$ cat config.mk
export PLATFORM = sky130hd
export DESIGN_NAME = sca_mac
export DESIGN_NICKNAME = d
export VERILOG_FILES = /design/src/hdl/sparse_candidate_accumulator_defines.svh /design/src/hdl/sca_pkg.sv /design/src/hdl/sca_mac.sv
export SDC_FILE = /design/constraint.sdc
export NUM_CORES = 1
export LEC_CHECK = 0
export ABC_AREA = 1
export ABC_CLOCK_PERIOD_IN_PS = 6600
export BUFFER_PORTS_ARGS = -buffer_cell sky130_fd_sc_hd__buf_4
export CAP_MARGIN = 20
export CORE_UTILIZATION = 63
export DETAILED_ROUTE_END_ITERATION = 8
export PLACE_DENSITY_LB_ADDON = 0.3
export SLEW_MARGIN = 20
export SYNTH_ARGS = -nofsm -noshare
export SYNTH_HDL_FRONTEND = slang
export SYNTH_SLANG_ARGS = --single-unit
export TNS_END_PERCENT = 10
$ cat constraint.sdc
create_clock -name clk -period 6.6 [get_ports clk]
set_input_delay 0 -clock clk [delete_from_list [all_inputs] [get_ports clk]]
set_output_delay 0 -clock clk [all_outputs]
set_load 0.01 [all_outputs]
$ cat src/hdl/sparse_candidate_accumulator_defines.svh
// Assertion helpers used by the block's top RTL file.
// Both sample on clk and are disabled while rst_n is low.
`ifndef SPARSE_CANDIDATE_ACCUMULATOR_DEFINES_SVH
`define SPARSE_CANDIDATE_ACCUMULATOR_DEFINES_SVH

// Same-cycle implication.
`define SCA_ASSERT_IMPLY(label, ante, cons, msg) \
    label: assert property (@(posedge clk) disable iff (!rst_n) (ante) |-> (cons)) \
        else $error(msg);

// Next-cycle implication.
`define SCA_ASSERT_NEXT(label, ante, cons, msg) \
    label: assert property (@(posedge clk) disable iff (!rst_n) (ante) |=> (cons)) \
        else $error(msg);

`endif

$ cat src/hdl/sca_pkg.sv
`default_nettype none

package sca_pkg;

    localparam int VALUE_BITS = 16;
    localparam int ROW_W      = 10;
    localparam int SUM_W      = 32;
    // product of two Q1.15 values is Q2.30 already
    localparam int Q_SHIFT    = SUM_W - 2 * VALUE_BITS;

    localparam logic REQ_ACCUM = 1'b0;
    localparam logic REQ_DRAIN = 1'b1;

    typedef struct packed {
        logic                         req_type;
        logic [ROW_W-1:0]             query_row;
        logic [ROW_W-1:0]             cand_row;
        logic signed [VALUE_BITS-1:0] query_value;
        logic signed [VALUE_BITS-1:0] index_value;
    } req_item_t;

    typedef struct packed {
        logic [ROW_W-1:0]        result_row;
        logic signed [SUM_W-1:0] similarity;
        logic                    keep;
        logic                    last;
        logic                    empty_res;
        logic                    overflowed;
    } rsp_item_t;

    typedef enum logic [1:0] {
        ST_IDLE,
        ST_MARK,
        ST_SLOT,
        ST_DRAIN
    } state_t;

    // clamp a sum with one guard bit to the signed SUM_W range
    function automatic logic signed [SUM_W-1:0] sat_sum(input logic signed [SUM_W:0] x);
        logic signed [SUM_W-1:0] res;
        if (x[SUM_W] != x[SUM_W-1])
            res = x[SUM_W] ? {1'b1, {(SUM_W-1){1'b0}}} : {1'b0, {(SUM_W-1){1'b1}}};
        else
            res = x[SUM_W-1:0];
        return res;
    endfunction

endpackage

`default_nettype wire

$ cat src/hdl/sca_mac.sv
`default_nettype none

module sca_mac
    import sca_pkg::*;
(
    input  wire logic                         clk,
    input  wire logic                         load,
    input  wire logic signed [VALUE_BITS-1:0] a,
    input  wire logic signed [VALUE_BITS-1:0] b,
    input  wire logic signed [SUM_W-1:0]      acc,
    output logic signed [SUM_W-1:0]           sum,
    output logic signed [SUM_W-1:0]           first
);

    logic signed [2*VALUE_BITS-1:0] prod_reg;
    logic signed [SUM_W-1:0]        prod_q;

    // hold the product of the latest accepted req item
    always_ff @(posedge clk)
    begin
        if (load)
        begin
            prod_reg <= a * b;
        end
    end

    assign prod_q = SUM_W'(prod_reg) <<< Q_SHIFT;
    assign first  = prod_q;
    assign sum    = sat_sum({acc[SUM_W-1], acc} + {prod_q[SUM_W-1], prod_q});

endmodule

`default_nettype wire
==> run summary <==
- 5.54 ns — arrival time reported for the critical path endpoint
- 0.06795 — sequential-to-total area share from yosys stat
- in2reg — classification of the worst-slack hold path
- 2351 — syn_nets
- 2 — Clock Tree Buf Depth
- 21890 um^2 — total core area
- 33 — largest net degree at the start of global routing
- 151.8 um — height of the die
- 54 — placement row count
- 0 — post-CTS setup buffer count
- 0 — Warnings, synthesis
- 32 — TritonCTS Sinks
- 0 — proportion of synthesized area in mux cells
- 8.494% — area delta synth->final
- 0.8332 — final worst-path cycle share
- 6.64 ns — required arrival time at the worst endpoint
- 16.46 um — WL/cell
- 0.06 ns — Clock transition at path regs
- finished clean — run status
- 0.4732 — area share of fa/ha/maj cells after synthesis
- 0 — max_cap viols
- 0 — number of setup violations in the final report
- 129 — I/O Buffers
- 32 — max FFs per register
- 37210 um — total wirelength of the detailed-routed design
- 0 — total count of hold-check failures in the final report
- 0 — diodes inserted
- 0.02911 — parity-gate share of the synthesized area counting xor and xnor cells
- 32 — number of synthesized flops with an enable pin
- 12.69k — vias in the first global route
- flop — Setup crit end kind
- 0 — proportion of register bits with asynchronous set or reset after synthesis
- sky130_fd_sc_hd__fa_1 (37%), sky130_fd_sc_hd__inv_1 (14%), sky130_fd_sc_hd__nand2_1 (14%) — cell types with the largest area share after synthesis
- 5.499 ns — minimum period implied by the final worst setup slack
- 0 — post-cts resize count
- 0 — final global-route overflow total
- 0 — detailed-route DRC error count
- 5.375 — post-detailed-route via-to-cell ratio
- yes — CTS tree
- in2reg — type of the worst setup path
- adder cells — dominant combinational cell family by area after synthesis
- 36 — number of distinct standard cells referenced by the synthesized netlist
- 2423 — Post-layout nets
- no — unrepaired setup endpoints after global routing
- 32210 um — sum of net half-perimeters after detailed placement
- 14140 um^2 — cell area after synthesis
- 0.1126 — share of post-route cells with drive strength above 1
- sky130_fd_sc_hd__fa_1 — dominant cell type by area after synthesis
- 62300 um — wire length of the first global-routing pass
- 23050 um^2 — die footprint
- 32 — count of state elements after synthesis
- 0.3425 — global routing usage summed across all routing layers
- 0.6460 — Initial Utilization
- sky130_fd_sc_hd__edfxtp_1 — leading register cell type out of synthesis
- 2 — count of H-tree levels built during CTS
- 0.8537 ns — Tightest Pin Transition
- 181.9 MHz — peak clock frequency supported by timing
- 0.3723 — top cell type's share of synthesized area
- 12.15k — total via count in the routed design
- sky130_fd_sc_hd__clkbuf_16 — cell at the root of the clock tree
- 130 — I/O pin count
- 1908 — post-synthesis cell count
- 0 — Antenna Nets Post-Route
- 0 — antenna violations before repair
- 151.8 um — DIE WIDTH
- 0.2242 — simple-gate share of the synthesized area
- 0 ns — setup tns final
- 0 — count of hold buffers inserted by post-cts repair
- 16 — worst-path maximum fanout
- 1053 — number of DRC markers after the initial detailed-route iteration
- 7.411 um^2 — average instance area after synthesis
- 0.04627 — share of the synthesized area in compound gates (AO/OA/AOI/OAI)
- 5 — number of CTS-inserted buffers
- 0 — number of pins exceeding their max-slew limit in the final report
- primary input — Setup crit start kind
- 6 — DRT Pass-1 Iters
- 0.4295 — max-slew headroom at the worst pin
- 0.9929 — weighted congestion at the end of routability-driven global placement
[kinds of logic (layout without fill, tap and decap cells)]
family / count (synthesis) / after routing
fa+ha+maj: 377 / 377
flops: 32 / 32
xor+xnor: 47 / 47
simple gates: 749 / 749
compound gates: 110 / 110
buf+inv: 593 / 666
[worst paths after layout]
path,to,slack (ns),startpoint,cells after the start
min,first[0],0.18,b[0],3
max,first[28],1.10,b[1],19
[final cells by class]
type	count	area, um^2
Fill cell	1862	6549
Multi-Input combinational cell	1283	10930
Inverter	529	1986
Sequential cell	32	960.9
Timing Repair Buffer	129	968.4
Tap cell	280	350.3
Clock buffer	5	125.1
Clock inverter	3	23.77
[cells in the final DEF (no fill, tap or decap), types with 7 or more instances in the layout]
master                     netlist  final
sky130_fd_sc_hd__a21o_1          9      9
sky130_fd_sc_hd__a21oi_1        55     55
sky130_fd_sc_hd__buf_4           0    129
sky130_fd_sc_hd__edfxtp_1       32     32
sky130_fd_sc_hd__fa_1          263    263
sky130_fd_sc_hd__ha_1          114    114
sky130_fd_sc_hd__inv_1         522    522
sky130_fd_sc_hd__inv_2           7      7
sky130_fd_sc_hd__nand2_1       520    520
sky130_fd_sc_hd__nand2_2        48     48
sky130_fd_sc_hd__nand3_1        49     49
sky130_fd_sc_hd__nand4_1        16     16
sky130_fd_sc_hd__nor2_1         75     75
sky130_fd_sc_hd__nor3_1         11     11
sky130_fd_sc_hd__o21ai_0        21     21
sky130_fd_sc_hd__o21bai_1        9      9
sky130_fd_sc_hd__or2_2           9      9
sky130_fd_sc_hd__xnor2_1        10     10
sky130_fd_sc_hd__xor2_1         37     37
[cells in the mapped netlist, types with 6 or more instances]
cell / number
sky130_fd_sc_hd__xnor2_1: 10
sky130_fd_sc_hd__nand3_1: 49
sky130_fd_sc_hd__nor3_1: 11
sky130_fd_sc_hd__nor2_2: 6
sky130_fd_sc_hd__edfxtp_1: 32
sky130_fd_sc_hd__nor2_1: 75
sky130_fd_sc_hd__nand2_2: 48
sky130_fd_sc_hd__o21bai_1: 9
sky130_fd_sc_hd__ha_1: 114
sky130_fd_sc_hd__xor2_1: 37
sky130_fd_sc_hd__nand2_1: 520
sky130_fd_sc_hd__inv_1: 522
sky130_fd_sc_hd__or2_2: 9
sky130_fd_sc_hd__a21oi_1: 55
sky130_fd_sc_hd__a21o_1: 9
sky130_fd_sc_hd__o21ai_0: 21
sky130_fd_sc_hd__inv_2: 7
sky130_fd_sc_hd__nand4_1: 16
sky130_fd_sc_hd__clkbuf_1: 57
sky130_fd_sc_hd__fa_1: 263
[critical path, cell delays in order]
cell and delay (ns):
sky130_fd_sc_hd__buf_4 0.18, sky130_fd_sc_hd__nand2_1 0.12, sky130_fd_sc_hd__inv_1 0.09, sky130_fd_sc_hd__fa_1 0.65, sky130_fd_sc_hd__fa_1 0.85, sky130_fd_sc_hd__fa_1 0.52
sky130_fd_sc_hd__fa_1 0.53, sky130_fd_sc_hd__fa_1 0.50, sky130_fd_sc_hd__inv_1 0.05, sky130_fd_sc_hd__fa_1 0.48, sky130_fd_sc_hd__inv_1 0.04, sky130_fd_sc_hd__ha_1 0.36
sky130_fd_sc_hd__nand2_1 0.12, sky130_fd_sc_hd__nor2_1 0.14, sky130_fd_sc_hd__inv_1 0.10, sky130_fd_sc_hd__nor3_1 0.28, sky130_fd_sc_hd__o21ai_0 0.27, sky130_fd_sc_hd__nand4_1 0.16
sky130_fd_sc_hd__nand2_1 0.09
[metrics by stage]
step                      instance area, um^2  worst slack [ns]    util  hold slack (ns)  cells
after floorplan                         14140             1.256       -           0.1125   1908
after global placement                  15190            0.7907  0.6940           0.4435   2253
after detailed placement                15190            0.8573  0.6940           0.4372   2253
after CTS                               15340             1.120  0.7008           0.1740   2261
after global routing                    15340            0.7634  0.7008           0.2083   2261
final                                   15340             1.101  0.7008           0.1775   2261
[routing by layer]
layer / vias up / global-route usage / share of wire
met3: 86 / 0.04022 / 0.084
met5: - / 0 / 0
met1: 5860 / 0.4841 / 0.42
met4: 0 / 0.1038 / 0.029
met2: 545 / 0.5565 / 0.47
li1: 5662 / - / -
Power is left out: the tool's default activity adds up to more than one toggle a clock period on the data nets, which glitch-free logic cannot reach.
