File: src/hdl/sparse_candidate_accumulator_defines.svh
// Assertion helpers used by the block's top RTL file.
// Both sample on clk and are disabled while rst_n is low.
`ifndef SPARSE_CANDIDATE_ACCUMULATOR_DEFINES_SVH
`define SPARSE_CANDIDATE_ACCUMULATOR_DEFINES_SVH

// Same-cycle implication.
`define SCA_ASSERT_IMPLY(label, ante, cons, msg) \
    label: assert property (@(posedge clk) disable iff (!rst_n) (ante) |-> (cons)) \
        else $error(msg);

// Next-cycle implication.
`define SCA_ASSERT_NEXT(label, ante, cons, msg) \
    label: assert property (@(posedge clk) disable iff (!rst_n) (ante) |=> (cons)) \
        else $error(msg);

`endif

File: src/hdl/sca_ram.sv
`default_nettype none

module sca_ram #(
    parameter int DEPTH = 64,
    parameter int WIDTH = 8
) (
    input  wire logic                                    clk,
    input  wire logic                                    we,
    input  wire logic [((DEPTH > 1) ? $clog2(DEPTH) : 1)-1:0] waddr,
    input  wire logic [WIDTH-1:0]                        wdata,
    input  wire logic [((DEPTH > 1) ? $clog2(DEPTH) : 1)-1:0] raddr,
    output logic [WIDTH-1:0]                             rdata
);

    logic [WIDTH-1:0] mem [DEPTH];
    logic [WIDTH-1:0] rd_data_reg;

    always_ff @(posedge clk)
    begin
        if (we)
        begin
            mem[waddr] <= wdata;
        end
        rd_data_reg <= mem[raddr];
    end

    assign rdata = rd_data_reg;

endmodule

`default_nettype wire

File: config.mk
export PLATFORM = sky130hd
export DESIGN_NAME = sca_ram
export DESIGN_NICKNAME = d
export VERILOG_FILES = /design/src/hdl/sparse_candidate_accumulator_defines.svh /design/src/hdl/sca_ram.sv
export SDC_FILE = /design/constraint.sdc
export NUM_CORES = 1
export LEC_CHECK = 0
export BUFFER_PORTS_ARGS = -buffer_cell sky130_fd_sc_hd__buf_2
export CAP_MARGIN = 15
export CORE_MARGIN = 4
export CORE_UTILIZATION = 55
export CTS_BUF_LIST = sky130_fd_sc_hd__clkbuf_16
export DETAILED_ROUTE_END_ITERATION = 7
export PLACE_DENSITY_LB_ADDON = 0.1
export SLEW_MARGIN = 20
export SYNTH_ARGS = -nofsm -noshare
export SYNTH_HDL_FRONTEND = slang
export SYNTH_SLANG_ARGS = --single-unit
File: constraint.sdc
create_clock -name clk -period 2.46 [get_ports clk]
set_clock_uncertainty 0.15 [all_clocks]
set_input_delay 0.246 -clock clk [delete_from_list [all_inputs] [get_ports clk]]
set_output_delay 0.246 -clock clk [all_outputs]
set_load 0.005 [all_outputs]
==> qor.yml, run 1 <==
fmax_ghz: 0.4606
synth_top_area_share_pct: 76.24
cp.required_ps: 2770
preCtsSetupSlack_ps: -47.20
startpoint_type: "flop"
p_leak_nw: 7.570
final-setup-viol-count: 0
max_slew_margin_pct: 42.27
io_pins: 30
holdWs_ps: 55.39
final_cells: 1595
wl_per_cell_um: 29.05
core_area_um2: 35830
hold_class: "in2reg"
grt_pass1_vias: 10434
switchingPower_mw: 3.781
startpoint: "mem[29][6]"
ctsResizeCount: 0
hold_violations: 0
synth_nets: 962
path_class: "reg2reg"
clockBufferDepth: 3
antenna_found_initial: 1
cp-end-kind: "flop"
swShare_pct: 20.67
grt_max_degree: 65
slew_viol_final: 0
drv_cap: 0
grtUsageTotal_pct: 24.10
post-route-period-util_pct: 88.25
period_needed_ps: 2171
drt_first_pass_iters: 5
grt_overflow_total: 0
power_frac_seq_pct: 53.8
vias_per_cell: 6.322
p_int_mw: 14.51
power_density_nw_per_um2: 786.7
grt_pass1_wl_um: 68870
worst_slack_ps: 289.1
synth_top_cell_by_area: "edfxtp_1"
ys.flop_type: "edfxtp_1"
power_frac_comb_pct: 5.3
dr_total_vias: 10083
synthMostInstantiatedCell: "edfxtp_1"
hpwlAfterDp_um: 29740
routabilityCongestion: 0.8299
syn_to_final_growth_pct: 15.27
syn_area_um2: 20170
clockPowerShare_pct: 40.9
worst_pin_slew_ps: 866.0
cts_tree: "done"
synthTopCellsByCount: "edfxtp_1, mux4_2, nor2_1, mux2i_1, nand2_1"
drt_wl_total_um: 46330
fin_total_pwr_mw: 18.29
clock_latency_ps: 580
drc: 0
drt_iter0_markers: 1060
cts_buffers: 52
syn_inst: 940
initial_core_util_pct: 56.29
synth.yosys.warnings: 0
die_area_um2: 39790
synthTopCellsByArea: "edfxtp_1, mux4_2, nor2_1"
layout-drive-gt1-share_pct: 31.95
die_h_um: 199.5
reg2reg_from: "mem[29][6]"
synth-seq-cells: 520
synth_cell_type_count: 40
fp-row-count: 69
rsz0062_at_grt: "no"
crit_path_max_fanout: 1
die_w_um: 199.5
dp.cells: 1498
clkSinkCount: 520
worstHoldStart: "wdata[5]"
port_buffers: 29
antenna_left: 0
syn_area_per_cell_um2: 21.45
ys_seq_area_share_pct: 77.03
cts-htree-levels: 2
peakVddDrop_v: 0.0005648
postSynth.asyncResetShare_pct: 0
status: "finished, final reports clean"
synth_edf_count: 512
root_buffer: "clkbuf_16"
cp.arrival_ps: 2480
clkTransAtPathRegs_ps: 60
finalNetCount: 1114
metrics by stage:
step	util (%)	setup TNS (ps)	cell area, µm²
6_report	64.88	0	23250
5_1_grt	64.88	0	23250
4_1_cts	64.88	0	23240
3_5_place_dp	60.34	-63.59	21620
3_3_place_gp	60.34	-34.61	21620
2_1_floorplan	-	0	20170
repair_timing:
item,4_1_cts,5_1_grt
setup buffers,0,0
hold endpoints to repair,7,0
hold buffers,1,0
cells in the final DEF, fill, tap and decap left out, types with 3 or more instances in the layout:
cell type | synthesis | routed
nand3b_1 | 3 | 3
nor2_1 | 83 | 83
nand2b_1 | 7 | 7
clkinv_1 | 0 | 12
nand3_1 | 13 | 13
inv_1 | 0 | 10
buf_4 | 13 | 110
a221oi_1 | 6 | 6
mux2i_1 | 23 | 23
mux2_2 | 13 | 13
a21oi_1 | 3 | 3
nor3_1 | 7 | 7
o22ai_1 | 8 | 8
clkbuf_16 | 0 | 53
clkinv_2 | 0 | 13
nor2b_1 | 14 | 14
buf_12 | 2 | 11
o2bb2ai_1 | 3 | 3
o221ai_1 | 8 | 8
edfxtp_1 | 512 | 512
dfxtp_1 | 8 | 8
mux4_2 | 126 | 126
nand2_1 | 19 | 19
clkinvlp_4 | 0 | 3
a22oi_1 | 3 | 3
o2111ai_1 | 3 | 3
a211oi_1 | 4 | 4
bufinv_16 | 0 | 4
buf_2 | 11 | 26
power groups by stage:
| stage | Sequential, mW | Combinational (mW) | Clock, mW |
|---|---|---|---|
| finish | 9.84 | 0.969 | 7.48 |
| global route | 9.84 | 1.03 | 8.02 |
| CTS | 9.84 | 0.973 | 7.61 |
| detailed placement | 10.0 | 0.969 | 0 |
| global placement | 10.0 | 0.943 | 0 |
| floorplan | 10.0 | 0.523 | 0 |
kinds of logic (layout without fill, tap and decap cells):
| kind of cell | after synthesis | after routing | synth area share (%) |
|---|---|---|---|
| other cells | 0 | 1 | 0 |
| compound gates | 54 | 54 | 2.072 |
| flops | 520 | 520 | 77.03 |
| simple gates | 153 | 153 | 3.387 |
| buf+inv | 51 | 244 | 1.570 |
| mux | 162 | 162 | 15.94 |
path summary, 6_finish.rpt:
path / to / slack (ps) / depth (start not counted)
setup / recovery: rdata[6] / 290 / 5
hold / removal: mem[5][5] / 60 / 1
setup reg to reg: rdata[6] / 290 / 5
hold reg to reg: rdata[4] / 690 / 3
routing by layer:
layer / track usage (%) / part of all wire [%] / vias up
li1: - / - / 4233
met1: 35.15 / 41 / 5307
met2: 37.50 / 48 / 467
met3: 5.176 / 8.6 / 76
met4: 7.396 / 2.5 / 0
met5: 0 / 0 / -
state kept, by name, summed over array words and instances, names as in the netlist:
name   flops
rdata      8
mem      512
worst max-delay path: stages (launching register included):
cell and delay (ps):
edfxtp_1 370, mux4_2 470, mux2_2 280, o221a_2 310, nor3_1 330, o32ai_1 140
area by class of cell:
type | instances | area (µm²)
flip-flops and latches | 520 | 15530
clock inverters | 42 | 290.3
fillers | 2340 | 12580
well taps | 461 | 576.8
diodes | 1 | 2.502
repair buffers | 149 | 1200
multi-input cells | 369 | 4315
clock buffers | 53 | 1326
No activity file was read; power rests on OpenSTA's default activity.
==> run 2, diff against run 1 <==
--- a/config.mk
+++ b/config.mk
@@ -11,6 +11,7 @@
 export CORE_UTILIZATION = 55
 export CTS_BUF_LIST = sky130_fd_sc_hd__clkbuf_16
 export DETAILED_ROUTE_END_ITERATION = 7
+export HOLD_SLACK_MARGIN = 0.12
 export PLACE_DENSITY_LB_ADDON = 0.1
 export SLEW_MARGIN = 20
 export SYNTH_ARGS = -nofsm -noshare
==> run 2 against run 1 <==
Net effect: die area is the same; register-to-register slack is essentially flat; global-route usage is essentially flat; fmax grew 0.43%; worst hold slack gained 100 ps.
==> qor.yml, run 2 (synthesized netlist as in run 1, its figures left out) <==
status: "finished, final reports clean"
worst_slack_ps: 298.5
startpoint: "mem[29][6]"
drt_first_pass_iters: 5
hpwlAfterDp_um: 29740
switchingPower_mw: 3.772
die_w_um: 199.5
mostFrequentLayoutCell: "edfxtp_1"
die_area_um2: 39790
clockPowerShare_pct: 40.8
clkSinkCount: 520
initial_core_util_pct: 56.29
drt_iter0_markers: 1015
slowest_stage: "mux4_2"
post_cts_buffers: 0
p_int_mw: 14.51
antenna_left: 0
fmax_ghz: 0.4626
tns_ps: 0
ctsResizeCount: 0
preCtsSetupSlack_ps: -47.20
drc: 0
period_needed_ps: 2162
drv_cap: 0
startpoint_type: "flop"
slew_viol_final: 0
grt_pass1_vias: 10448
dr_total_vias: 10072
worstHoldStart: "wdata[0]"
m1WireLength_um: 19000
cts_tree: "done"
hold_class: "in2reg"
holdWs_ps: 155.5
grt_max_degree: 65
wl_per_cell_um: 28.94
power_frac_seq_pct: 53.8
max_slew_margin_pct: 42.99
final-setup-viol-count: 0
clkTransAtPathRegs_ps: 60
cts_buffers: 52
max_stage_delay_ps: 470
cp.arrival_ps: 2470
swShare_pct: 20.63
largest_reg_flops: 512
grt_overflow_total: 0
die_h_um: 199.5
routabilityCongestion: 0.8299
path_class: "reg2reg"
core_area_um2: 35830
met2WireLength_um: 22170
power_density_nw_per_um2: 785.2
rsz0062_at_grt: "no"
cp.required_ps: 2760
reg2reg_from: "mem[29][6]"
fin_total_pwr_mw: 18.28
p_leak_nw: 7.586
root_buffer: "clkbuf_16"
final_core_util_pct: 64.99
port_buffers: 29
worst_pin_slew_ps: 855.1
post-route-period-util_pct: 87.87
cp-end-kind: "flop"
hold_violations: 0
fp-row-count: 69
drt_wl_total_um: 46270
cts-htree-levels: 2
layout-drive-gt1-share_pct: 31.84
grtUsageTotal_pct: 24.11
crit_path_max_fanout: 1
clock_latency_ps: 580
clockBufferDepth: 3
vias_per_cell: 6.299
syn_to_final_growth_pct: 15.47
io_pins: 30
worstPathCellList: "mux4_2 -> mux2_2 -> o221a_2 -> nor3_1 -> o32ai_1"
mostFrequentLayoutCells: "edfxtp_1, mux4_2, buf_4"
grt_pass1_wl_um: 68910
antenna_found_initial: 1
power_frac_comb_pct: 5.3
routed.top_layer: "met4"
finalNetCount: 1118
peakVddDrop_v: 0.0005659
wl_met3_um: 3956
top_register: "mem"
-- run 2: cell types whose count changed in the layout (fill, tap and decap cells not counted) --
cell,change
dlygate4sd3_1,+4
-- run 2: path summary, 6_finish.rpt --
check,slack (ps),end,cells after the start
worst max-delay path,300,rdata[6],5
worst min-delay path,160,mem[11][0],1
worst max register to register,300,rdata[6],5
worst min register to register,690,rdata[4],3
-- run 2: timing repair --
action / 4_1_cts / 5_1_grt
hold endpoints to repair: 115 / 0
setup endpoints to repair: 0 / 0
hold buffers: 5 / 0
-- run 2: stage by stage --
step | std cells | cell area (µm²)
floorplan | 940 | 20170
global placement | 1498 | 21620
detailed placement | 1498 | 21620
CTS | 1598 | 23280
global route | 1599 | 23290
finish | 1599 | 23290
-- run 2: layout make-up --
| class | count | area, µm² |
|---|---|---|
| flip-flops and latches | 520 | 15530 |
| fillers | 2337 | 12540 |
| multi-input cells | 369 | 4315 |
| clock buffers | 53 | 1326 |
| repair buffers | 153 | 1240 |
| well taps | 461 | 576.8 |
| clock inverters | 42 | 290.3 |
| diodes | 1 | 2.502 |
-- run 2: power by group through the flow --
stage,Sequential (mW),Combinational [mW],Clock (mW)
finish,9.85,0.973,7.47
global route,9.84,1.04,8.02
CTS,9.84,0.978,7.61
detailed placement,10.0,0.969,0
global placement,10.0,0.943,0
floorplan,10.0,0.523,0
-- run 2: layer usage --
layer | GRT usage, % | vias up
li1 | - | 4243
met1 | 35.18 | 5284
met2 | 37.50 | 471
met3 | 5.176 | 74
met4 | 7.396 | 0
met5 | 0 | -
-- run 2: worst max-delay path, delay by kind of cell (launching register included) --
family,cells,cell delay [ps]
multiplexers,2,750
AO/OA/AOI/OAI,2,450
flip-flops,1,370
AND/OR/NAND/NOR,1,330
